<file path="config.mk">
export PLATFORM = sky130hd
export DESIGN_NAME = combination_enumerator
export DESIGN_NICKNAME = d
export VERILOG_FILES = /design/src/rtl/cmb_pkg.sv /design/src/rtl/cmb_cell.sv /design/src/rtl/combination_enumerator.sv
export VERILOG_INCLUDE_DIRS = /design/src /design/src/rtl
export SDC_FILE = /design/constraint.sdc
export NUM_CORES = 1
export LEC_CHECK = 0
export BUFFER_PORTS_ARGS = -buffer_cell sky130_fd_sc_hd__buf_2
export CORE_AREA = 2 2 188 190
export CTS_BUF_LIST = sky130_fd_sc_hd__clkbuf_4
export CTS_CLUSTER_DIAMETER = 60
export DETAILED_ROUTE_END_ITERATION = 7
export DIE_AREA = 0 0 190 192
export MAX_ROUTING_LAYER = met4
export SYNTH_ARGS = -nofsm -noshare
export SYNTH_HDL_FRONTEND = slang
export SYNTH_SLANG_ARGS = --single-unit
</file>
<file path="constraint.sdc">
create_clock -name clk -period 6.8 [get_ports clk]
set_input_delay 0.68 -clock clk [delete_from_list [all_inputs] [get_ports clk]]
set_output_delay 0.68 -clock clk [all_outputs]
set_load 0.02 [all_outputs]
</file>
<file path="src/rtl/assert_macros.svh">
// Assertion helpers shared by the RTL
`ifndef ASSERT_MACROS_SVH
`define ASSERT_MACROS_SVH

// Clocked assertion, disabled while reset is asserted
`define ASSERT_CLK(label, clk, rst_n, prop, msg) \
	label: assert property (@(posedge clk) disable iff (!rst_n) prop) else $error(msg);

// Clocked assertion that also holds during reset
`define ASSERT_ALWAYS(label, clk, prop, msg) \
	label: assert property (@(posedge clk) prop) else $error(msg);

`endif

</file>
<file path="src/rtl/cmb_pkg.sv">
package cmb_pkg;

	localparam logic OP_LOAD    = 1'b0;
	localparam logic OP_ADVANCE = 1'b1;

	localparam logic REG_N_ELEMENTS = 1'b0;
	localparam logic REG_K_USED     = 1'b1;

	localparam int DIGIT_W = 8;
	localparam int POS_W   = 3;
	localparam int N_W     = 9;
	localparam int K_W     = 4;

	typedef enum logic [2:0] {
		CELL_HOLD,
		CELL_LOAD,
		CELL_FILL,
		CELL_CLEAR,
		CELL_ROTATE
	} cell_op_t;

	typedef struct packed {
		cell_op_t           op;
		logic [POS_W-1:0]   load_pos;
		logic [DIGIT_W-1:0] load_digit;
		logic [DIGIT_W-1:0] rot_digit;
		logic [POS_W-1:0]   best_pos;
		logic [DIGIT_W-1:0] best_val;
	} cell_ctl_t;

	typedef struct packed {
		logic           ok_out;
		logic           taken_out;
		logic           sel;
		logic [N_W-1:0] lo;
	} cell_stat_t;

endpackage

</file>
<file path="src/rtl/cmb_cell.sv">
module cmb_cell #(
	parameter int IDX = 0
) (
	input  logic                        clk,
	input  logic                        arst_n,
	input  cmb_pkg::cell_ctl_t          ctl,
	input  logic [cmb_pkg::K_W-1:0]     k_eff,
	input  logic [cmb_pkg::N_W-1:0]     m_lim,
	input  logic [cmb_pkg::DIGIT_W-1:0] left_digit,
	input  logic                        ok_in,
	input  logic                        taken_in,
	output logic [cmb_pkg::DIGIT_W-1:0] digit,
	output cmb_pkg::cell_stat_t         stat
);

	logic [cmb_pkg::DIGIT_W-1:0] digit_q;
	logic [cmb_pkg::DIGIT_W-1:0] dmax;
	logic [cmb_pkg::N_W-1:0]     lo;
	logic [4:0]                  rem;
	logic                        in_use;
	logic                        cand;
	logic                        ok_self;
	logic                        eligible;
	logic                        fill_here;
	logic [cmb_pkg::DIGIT_W-1:0] fill_val;

	always_comb begin
		dmax      = (IDX > 0 && left_digit > digit_q) ? left_digit : digit_q;
		lo        = {1'b0, dmax} + 9'd1;
		in_use    = 5'(IDX) < {1'b0, k_eff};
		rem       = {1'b0, k_eff} - 5'(IDX + 1);
		cand      = in_use && (({1'b0, lo} + {5'b0, rem}) < {1'b0, m_lim});
		ok_self   = ({1'b0, digit_q} < m_lim) && (IDX == 0 || digit_q > left_digit);
		eligible  = cand && ok_in;
		fill_here = in_use && (5'(IDX) >= {2'b0, ctl.best_pos});
		fill_val  = ctl.best_val + 8'(IDX) - {5'b0, ctl.best_pos};
		stat.ok_out    = ok_in && ok_self;
		stat.taken_out = taken_in || eligible;
		stat.sel       = eligible && !taken_in;
		stat.lo        = lo;
	end

	always_ff @(posedge clk or negedge arst_n) begin
		if (!arst_n) begin
			digit_q <= '0;
		end else begin
			case (ctl.op)
				cmb_pkg::CELL_LOAD: begin
					if (5'(IDX) == {2'b0, ctl.load_pos}) digit_q <= ctl.load_digit;
				end
				cmb_pkg::CELL_FILL: begin
					if (fill_here) digit_q <= fill_val;
				end
				cmb_pkg::CELL_CLEAR: begin
					digit_q <= '0;
				end
				cmb_pkg::CELL_ROTATE: begin
					if (in_use) digit_q <= ctl.rot_digit;
				end
				default: begin
					digit_q <= digit_q;
				end
			endcase
		end
	end

	assign digit = digit_q;

endmodule

</file>
<file path="src/rtl/combination_enumerator.sv">
// Next strictly rising k-combination, lexicographic order.
// Command channel: an item is taken at a clock edge with start high and busy
// low. operation selects a digit load (digit_index, digit_value) or an advance.
// A load is written into its cell at the accepting edge, gives no result and leaves busy low.
// An advance runs: the EVAL state evaluates the cell row, the WRITE state writes the
// new tail (or clears every digit), then the EMIT state emits the digits. Results
// appear on position/digit/found/last with strobe high for one cycle each;
// the first result leaves the output registers after EVAL and WRITE, and busy falls
// with the final result, so a new item can be taken in that cycle.
// An advance keeps the block busy until its final result (k digits in use,
// or one result when exhausted); the single output port streams one digit
// per cycle from the head of the cell row.
// The receiver cannot hold results off: each is valid for exactly one cycle.
// Configuration: cfg_we/cfg_index/cfg_wdata write n_elements (index 0) or
// k_used (index 1); write only while busy is low.
// Reset: all digits clear to zero, n_elements = 8, k_used = 8, block idle.
`include "assert_macros.svh"

module combination_enumerator #(
	parameter int MAX_DIGITS = 8
) (
	input  logic                        clk,
	input  logic                        arst_n,
	input  logic                        start,
	output logic                        busy,
	input  logic                        operation,
	input  logic [2:0]                  digit_index,
	input  logic [7:0]                  digit_value,
	input  logic                        cfg_we,
	input  logic                        cfg_index,
	input  logic [8:0]                  cfg_wdata,
	output logic                        strobe,
	output logic [2:0]                  position,
	output logic [7:0]                  digit,
	output logic                        found,
	output logic                        last
);

	// Digits in use never exceed eight, nor the number of cells
	localparam int KCAP = (MAX_DIGITS < 8) ? MAX_DIGITS : 8;

	typedef enum logic [1:0] {
		ST_IDLE,
		ST_EVAL,
		ST_WRITE,
		ST_EMIT
	} state_t;

	state_t                          state_q;
	logic [cmb_pkg::N_W-1:0]         n_q;
	logic [cmb_pkg::K_W-1:0]         k_q;
	logic [cmb_pkg::K_W-1:0]         k_eff;
	logic [cmb_pkg::N_W-1:0]         m_lim;
	logic                            found_q;
	logic [cmb_pkg::POS_W-1:0]       best_pos_q;
	logic [cmb_pkg::DIGIT_W-1:0]     best_val_q;
	logic [cmb_pkg::POS_W-1:0]       cnt_q;
	logic                            strobe_q;
	logic [cmb_pkg::POS_W-1:0]       position_q;
	logic [cmb_pkg::DIGIT_W-1:0]     digit_q;
	logic                            found_out_q;
	logic                            last_q;

	logic [cmb_pkg::POS_W-1:0]       best_pos;
	logic [cmb_pkg::DIGIT_W-1:0]     best_val;
	logic                            any_found;
	logic                            emit_last;
	logic                            take_load;
	logic                            take_adv;
	cmb_pkg::cell_op_t               row_op;

	cmb_pkg::cell_ctl_t              ctl     [MAX_DIGITS];
	cmb_pkg::cell_stat_t             stat    [MAX_DIGITS];
	logic [cmb_pkg::DIGIT_W-1:0]     cell_d  [MAX_DIGITS];
	logic [MAX_DIGITS:0]             ok_c;
	logic [MAX_DIGITS:0]             taken_c;

	assign busy      = (state_q != ST_IDLE);
	assign take_load = start && !busy && (operation == cmb_pkg::OP_LOAD);
	assign take_adv  = start && !busy && (operation == cmb_pkg::OP_ADVANCE);

	// Clamp the live configuration
	assign k_eff = (k_q > 4'(KCAP)) ? 4'(KCAP) : k_q;
	assign m_lim = (n_q > 9'd256) ? 9'd256 : n_q;

	assign emit_last = ({1'b0, cnt_q} + 4'd1) == k_eff;

	// Prefix validity runs rightwards, the deepest-candidate claim runs leftwards
	assign ok_c[0]             = 1'b1;
	assign taken_c[MAX_DIGITS] = 1'b0;
	assign any_found           = taken_c[0];

	// Pick out the one selected cell: its position and its starting value
	always_comb begin
		best_pos = '0;
		best_val = '0;
		for (int p = 0; p < MAX_DIGITS; p++) begin
			if (stat[p].sel) begin
				best_pos = best_pos | 3'(p);
				best_val = best_val | stat[p].lo[7:0];
			end
		end
	end

	// Operation broadcast to the whole row this cycle
	always_comb begin
		row_op = cmb_pkg::CELL_HOLD;
		case (state_q)
			ST_IDLE:  if (take_load) row_op = cmb_pkg::CELL_LOAD;
			ST_WRITE: row_op = found_q ? cmb_pkg::CELL_FILL : cmb_pkg::CELL_CLEAR;
			ST_EMIT:  if (found_q) row_op = cmb_pkg::CELL_ROTATE;
			default:  row_op = cmb_pkg::CELL_HOLD;
		endcase
	end

	for (genvar p = 0; p < MAX_DIGITS; p++) begin : g_cell
		localparam int NXT = (p + 1 < MAX_DIGITS) ? p + 1 : 0;

		// The cell at the end of the used span takes the head digit back
		always_comb begin
			ctl[p].op         = row_op;
			ctl[p].load_pos   = digit_index;
			ctl[p].load_digit = digit_value;
			ctl[p].rot_digit  = ({1'b0, k_eff} == 5'(p + 1)) ? cell_d[0] : cell_d[NXT];
			ctl[p].best_pos   = best_pos_q;
			ctl[p].best_val   = best_val_q;
		end

		cmb_cell #(
			.IDX (p)
		) u_cell (
			.clk        (clk),
			.arst_n     (arst_n),
			.ctl        (ctl[p]),
			.k_eff      (k_eff),
			.m_lim      (m_lim),
			.left_digit ((p == 0) ? 8'd0 : cell_d[(p == 0) ? 0 : p - 1]),
			.ok_in      (ok_c[p]),
			.taken_in   (taken_c[p + 1]),
			.digit      (cell_d[p]),
			.stat       (stat[p])
		);

		assign ok_c[p + 1] = stat[p].ok_out;
		assign taken_c[p]  = stat[p].taken_out;
	end

	// Configuration registers
	always_ff @(posedge clk or negedge arst_n) begin
		if (!arst_n) begin
			n_q <= 9'd8;
			k_q <= 4'd8;
		end else if (cfg_we) begin
			case (cfg_index)
				cmb_pkg::REG_N_ELEMENTS: n_q <= cfg_wdata;
				cmb_pkg::REG_K_USED:     k_q <= cfg_wdata[3:0];
				default:                 n_q <= n_q;
			endcase
		end
	end

	// Sequencer and registered result port
	always_ff @(posedge clk or negedge arst_n) begin
		if (!arst_n) begin
			state_q     <= ST_IDLE;
			found_q     <= 1'b0;
			best_pos_q  <= '0;
			best_val_q  <= '0;
			cnt_q       <= '0;
			strobe_q    <= 1'b0;
			position_q  <= '0;
			digit_q     <= '0;
			found_out_q <= 1'b0;
			last_q      <= 1'b0;
		end else begin
			strobe_q <= 1'b0;
			case (state_q)
				ST_IDLE: begin
					if (take_adv) state_q <= ST_EVAL;
				end
				ST_EVAL: begin
					// Latch the winning cell; the row is written next cycle
					found_q    <= any_found;
					best_pos_q <= best_pos;
					best_val_q <= best_val;
					state_q    <= ST_WRITE;
				end
				ST_WRITE: begin
					cnt_q   <= '0;
					state_q <= ST_EMIT;
				end
				ST_EMIT: begin
					strobe_q <= 1'b1;
					if (found_q) begin
						// Stream the head cell while the used span rotates
						position_q  <= cnt_q;
						digit_q     <= cell_d[0];
						found_out_q <= 1'b1;
						last_q      <= emit_last;
						cnt_q       <= cnt_q + 3'd1;
						if (emit_last) state_q <= ST_IDLE;
					end else begin
						// Exhausted: one marker result, store already cleared
						position_q  <= '0;
						digit_q     <= '0;
						found_out_q <= 1'b0;
						last_q      <= 1'b1;
						state_q     <= ST_IDLE;
					end
				end
				default: begin
					state_q <= ST_IDLE;
				end
			endcase
		end
	end

	assign strobe   = strobe_q;
	assign position = position_q;
	assign digit    = digit_q;
	assign found    = found_out_q;
	assign last     = last_q;

	`ASSERT_CLK(a_strobe_from_emit, clk, arst_n, strobe |-> $past(state_q == ST_EMIT), "result outside emit")
	`ASSERT_CLK(a_exhausted_is_last, clk, arst_n, (strobe && !found) |-> last, "exhausted result not last")
	`ASSERT_CLK(a_done_with_last, clk, arst_n, $fell(busy) |-> (strobe && last), "busy dropped without last result")
	`ASSERT_CLK(a_advance_goes_busy, clk, arst_n, take_adv |=> (state_q == ST_EVAL), "advance not started")

endmodule

</file>
# Yosys cells after proc, flatten, opt, wreduce, memory -nomap -nowiden
# Cells that the tools add are included.
# word_totals
input_bits	26
ff_bits	108
# classes
n_lt_le_gt_ge	45
bitwise_logic	9
n_addsub	41
reduce_logical	76
muxes	78
eq_ne	50
# ops
op	n
$mux 8	47
$pmux 8 s4	8
$gt 8x8->1	13
$add 9x5->10	8
$lt 10x9->1	8
$add 8x1->9 const B	8
$sub 8x3->8	8
$lt 8x9->1	7
$or 8x8->8	7
$ne 2x1->1 const B	24
$logic_and 1x1->1	44
$add 8x3->8 const B	4
$reduce_and 4->1	7
$mux 3	7
$sub 4x3->5 const B	4
$add 8x2->8 const B	2
$eq 4x3->1 const B	4
$lt 3x4->1 const A	4
$eq 3x3->1 const A	4
$mux 2	5
$sub 4x2->5 const B	2
$ge 3x3->1 const A	3
$gt 9x9->1 const B	1
$mux 9	1
36 further kinds	69

# Longest topological paths before layout
# depth
word_depth	34
mapped_depth	31
depth_no_buf	28

# Cells and area by module
# Synthesis repeated with hierarchy kept, for this count alone.
# hier_totals
cells_unflattened	2406
area_unflattened_um2	19200.9
# modules_own_cells
module	cells_each	seq_area_each_um2	instances	area_per_inst_um2
combination_enumerator	302	1103.6	1	3036.7
cmb_cell at g_cell[1].u_cell	280	200.2	1	2158.3
cmb_cell at g_cell[4].u_cell	287	200.2	1	2142.1
cmb_cell at g_cell[2].u_cell	274	200.2	1	2140.8
cmb_cell at g_cell[6].u_cell	286	200.2	1	2122.0
cmb_cell at g_cell[5].u_cell	267	200.2	1	2073.2
cmb_cell at g_cell[3].u_cell	258	200.2	1	1990.7
cmb_cell at g_cell[7].u_cell	250	200.2	1	1933.1
cmb_cell at g_cell[0].u_cell	202	200.2	1	1604.0

# Worst setup path before layout
# No wires, ideal clock.
# synth_path
path_kind	register to register
start	register g_cell[6].u_cell.digit_q (netlist bit g_cell[6].u_cell.digit[1])
end	register best_val_q[5] (netlist name)
t_arrival_ns	6.191
required_time_ns	6.676
n_path_buf	1
stages_incl_launch_ff	27
setup_slack_ns	0.485
path_cell_list	dfrtp_1 -> ha_1 -> nor2b_1 -> o211ai_1 -> a21oi_1 -> o22ai_1 -> clkbuf_1 -> mux2_2 -> ha_1 -> inv_1 -> fa_1 -> inv_1 -> a21oi_1 -> o21ai_0 -> a21o_1 -> nand2_1 -> maj3_1 -> a211oi_1 -> ha_1 -> o21a_1 -> a2111oi_0 -> o311a_1 -> a21boi_1 -> o21bai_1 -> o31ai_1 -> or4b_1 -> a211o_1
# synth_via
elab_chain_cells	30
elab_cells_between_ends	53
cone_classes	4 x add/sub; 6 x order compare; 10 x mux; 7 x bitwise; 26 x reduce/logical
# synth_lines
item	line	text
from (decl)	cmb_cell.sv:16	logic [cmb_pkg::DIGIT_W-1:0] digit_q;
from (signal assigned)	cmb_cell.sv:49	if (5'(IDX) == {2'b0, ctl.load_pos}) digit_q <= ctl.load_digit;
from (signal assigned)	cmb_cell.sv:52	if (fill_here) digit_q <= fill_val;
from (signal assigned)	cmb_cell.sv:58	if (in_use) digit_q <= ctl.rot_digit;
$gt 8x8->1	cmb_cell.sv:28	dmax = (IDX > 0 && left_digit > digit_q) ? left_digit : digit_q;
$mux 8	cmb_cell.sv:28	
$add 8x1->9	cmb_cell.sv:29	lo = {1'b0, dmax} + 9'd1;
$add 9x5->10	cmb_cell.sv:32	cand = in_use && (({1'b0, lo} + {5'b0, rem}) < {1'b0, m_lim});
$lt 10x9->1	cmb_cell.sv:32	
$logic_and 1x1->1	cmb_cell.sv:32	
$logic_and 1x1->1	cmb_cell.sv:34	eligible = cand && ok_in;
$logic_or 1x1->1 (6 in series)	cmb_cell.sv:38	stat.taken_out = taken_in || eligible;
(+9 left out)	n/a	
$or 8x8->8	combination_enumerator.sv:100	best_val = best_val | stat[p].lo[7:0];
$mux 8	combination_enumerator.sv:98	if (stat[p].sel) begin
$or 8x8->8	combination_enumerator.sv:100	
$mux 8	combination_enumerator.sv:98	
$or 8x8->8	combination_enumerator.sv:100	
$mux 8	combination_enumerator.sv:98	
$or 8x8->8	combination_enumerator.sv:100	
$mux 8 *	combination_enumerator.sv:98	
to (signal assigned)	combination_enumerator.sv:185	best_val_q <= best_val;
to (decl)	combination_enumerator.sv:56	logic [cmb_pkg::DIGIT_W-1:0] best_val_q;
# Mark *: on every way between the ends. The rest lies on a longest branch, timed or not.
# A chain may end at the register's enable or synchronous reset.

# Worst setup path after layout
# layout_path
start	register g_cell[5].u_cell.digit_q (netlist bit g_cell[5].u_cell.digit[1])
end	register best_val_q[5] (netlist name)
# layout_via
elab_chain_cells	30
elab_cells_between_ends	57
cone_classes	4 x add/sub; 7 x order compare; 10 x mux; 7 x bitwise; 29 x reduce/logical
# layout_lines
item	line
from (decl)	cmb_cell.sv:16
from (signal assigned)	cmb_cell.sv:49
from (signal assigned)	cmb_cell.sv:52
from (signal assigned)	cmb_cell.sv:58
$gt 8x8->1	cmb_cell.sv:28
$mux 8	cmb_cell.sv:28
$add 8x1->9	cmb_cell.sv:29
$add 9x5->10	cmb_cell.sv:32
$lt 10x9->1	cmb_cell.sv:32
$logic_and 1x1->1	cmb_cell.sv:32
$logic_and 1x1->1	cmb_cell.sv:34
$logic_or 1x1->1 (6 in series)	cmb_cell.sv:38
(+9 left out)	n/a
$or 8x8->8	combination_enumerator.sv:100
$mux 8	combination_enumerator.sv:98
$or 8x8->8	combination_enumerator.sv:100
$mux 8	combination_enumerator.sv:98
$or 8x8->8	combination_enumerator.sv:100
$mux 8	combination_enumerator.sv:98
$or 8x8->8	combination_enumerator.sv:100
$mux 8 *	combination_enumerator.sv:98
# Marked as above.

==> results.tsv <==
metric	value	unit
h-tree-depth	3	
synth_top_area_share	21.3	%
path_buf_inv	1	
ios	41	
syn-num-nets	2209	
routed_wl	62.3	mm
critPathMaxStageDelay	0.54	ns
critical_path_class	reg2reg	
grt_use_total	35.4	%
synth.area.top_cells	ha_1, dfrtp_1, xnor2_1, a21oi_1, o21ai_0	
yosysTopAreaCell	ha_1	
async_reset_ff_share	100	%
dieArea	0.0365	mm^2
antenna_found_initial	3	
cp_slowest_cell	dfrtp_1	
crit_top_cell	ha_1	
via_count	15300	
wl_per_cell	25.4	um
drc	0	
fin_crit	6.35	ns
finClkSkew	0.0452	ns
slew_viol_final	0	
antenna_left	0	
clock_path_buffers	2	
syn2layout_area_growth	9.80	%
tns	0	ns
start_kind	flip-flop	
port_buffers	40	
status	finished, final reports clean	
die_w	190	um
fin_area	0.0167	mm^2
cap_violations	0	
die_y	192	um
grt_max_degree	70	
ys_types	79	
grt_pass1_wl	92.8	mm
dp.final_hpwl	50.1	mm
gp_congestion	1.00	
fin_cells	2449	
cts_inserted_buffers	9	
avgSynthCellArea	8.00	um^2
drt-pass1-iter-count	7	
rows	68	
syn_area	0.0153	mm^2
fin_crit_sh	93.4	%
worst_pin_slew	1.12	ns
netlist_instances	1906	
path_delay_family	compound AO/OA/AOI/OAI gates	
cp.required	7.34	ns
path_max_fanout	16	
worstHoldPathType	in2async	
start_util	44.5	%
yosys_register_bits	108	
finalNetCount	2288	
synthFlopType	dfrtp_1	
grt_pass1_vias	14600	
clkTransAtPathRegs	0.23	ns
ys_seq_area_share	17.7	%
viasPerCell	6.24	
core	0.0343	mm^2
grt_setup_unrepaired	false	
hold_viol	0	
relSlewSlack	25.3	%
endpoint_kind	flip-flop	
root_buffer	clkbuf_4	
synth_edf_count	0	
drt_first_iter_violations	1582	
cts_hold_buffers	0	
cts_tree	built	
clk_latency	0.62	ns
drive_gt1_share	11.0	%
cts_sinks	108	
yosysMostFrequentCell	ha_1	
yosysWarnings	0	
path_cells	inv_1, ha_1, nor2b_1, o211ai_1, a21oi_1, a211o_1, nand2_1, o21ai_1, ha_1, ha_1, a21o_1, a21oi_1, o21bai_1, a21oi_1, xor2_1, ha_1, a211o_1, a211oi_1, o211ai_1, a21boi_1, o21ai_2, a211oi_1, or4b_1, a211o_1	
post-place-cells	2425	
finalSetupViolCount	0	
fmax	0.157	GHz
synth.top_cells.by_count	ha_1, a21oi_1, nand2_1	
grt_remaining_overflow	0	
arrival	6.90	ns
dpl-instance-area	0.0165	mm^2
[flip-flops by register name, indices dropped and copies added (netlist names), 3 cells and up]
signal	count
k_q	4
position	3
cnt_q	3
best_pos_q	3
digit	8
g_cell.u_cell.digit	64
best_val_q	8
n_q	9
[repair_timing]
action	4_1_cts	5_1_grt
gates resized for setup	0	15
endpoints found under the setup margin	0	12
setup buffers	0	4
[cells by family after synthesis]
kind of cell	Yosys count	synth area share, %
AO/OA/AOI/OAI	574	24.0
AND/OR/NAND/NOR	501	15.7
adder cells (fa/ha/maj)	282	23.9
buffers and inverters	227	5.71
XOR/XNOR	156	8.96
flip-flops	108	17.7
multiplexers	58	3.96
[worst register-to-register path: stages, from the launching register on]
cell      delay [ns]
dfrtp_1         0.54
inv_1           0.16
ha_1            0.31
nor2b_1         0.13
o211ai_1        0.15
a21oi_1         0.10
a211o_1         0.49
nand2_1         0.15
o21ai_1         0.11
ha_1            0.50
ha_1            0.30
a21o_1          0.17
a21oi_1         0.22
o21bai_1        0.09
a21oi_1         0.22
xor2_1          0.18
ha_1            0.26
a211o_1         0.30
a211oi_1        0.23
o211ai_1        0.21
a21boi_1        0.22
o21ai_2         0.31
a211oi_1        0.11
or4b_1          0.52
a211o_1         0.30
[area by class of cell]
type | instances | area, um^2
Antenna cell | 4 | 10.0
Tap cell | 455 | 569
Multi-Input combinational cell | 1571 | 11700
Timing Repair Buffer | 148 | 1010
Fill cell | 3429 | 17500
Inverter | 147 | 552
Sequential cell | 108 | 2710
Clock inverter | 7 | 96.3
Clock buffer | 9 | 67.6
[worst paths after layout]
path	startpoint	to	slack (ns)	cells past startpoint
worst max-delay path	g_cell[5].u_cell.digit[1]	best_val_q[5]	0.45	24
worst max register to register	g_cell[5].u_cell.digit[1]	best_val_q[5]	0.45	24
worst min-delay path	arst_n	g_cell[5].u_cell.digit[0]	0.02	1
worst min register to register	last	last	0.53	2
max in group asynchronous	arst_n	g_cell[2].u_cell.digit[1]	5.36	2
min in group clk	cfg_wdata[8]	n_q[8]	0.29	3
[placed cells by master, fill, tap and decap left out, drive strengths merged, types with 7 or more instances in the layout]
cell,n
clkbuf,9
nand3,57
and2,13
nand2b,11
o21a,12
o21bai,27
nor2,140
o22ai,13
ha,260
nor3,22
nor4,7
o221ai,24
mux2,19
buf,148
o211ai,26
a21oi,169
a31oi,24
a211oi,21
a211o,8
or2,7
and3,15
fa,17
mux2i,39
o21ai,143
clkinv,7
nand4,28
xnor2,114
nand2,151
a221o,7
xor2,42
inv,147
a221oi,13
nor2b,23
a21o,29
o2111ai,9
dfrtp,106
[through the flow]
stage / utilization (%) / worst slack, ns / hold slack, ns
after global routing: 48.8 / 0.0263 / 0.0345
after floorplan: - / 0.485 / 0.384
after CTS: 48.6 / 0.0689 / 0.0240
after global placement: 48.1 / 0.289 / 0.480
after detailed placement: 48.1 / 0.106 / 0.482
final: 48.8 / 0.448 / 0.0186
[per-layer routing]
layer | wire [um] | global-route usage [%] | part of all wire [%] | vias to the layer above
met5 | 0 | - | 0 | -
met4 | 2510 | 12.6 | 4.0 | 0
met3 | 4720 | 5.52 | 7.6 | 169
li1 | - | - | - | 7061
met1 | 27400 | 46.9 | 44 | 7344
met2 | 27700 | 54.7 | 44 | 698
Power is left out: the tool's default activity adds up to more than one toggle a clock period on the data nets, which glitch-free logic cannot reach.
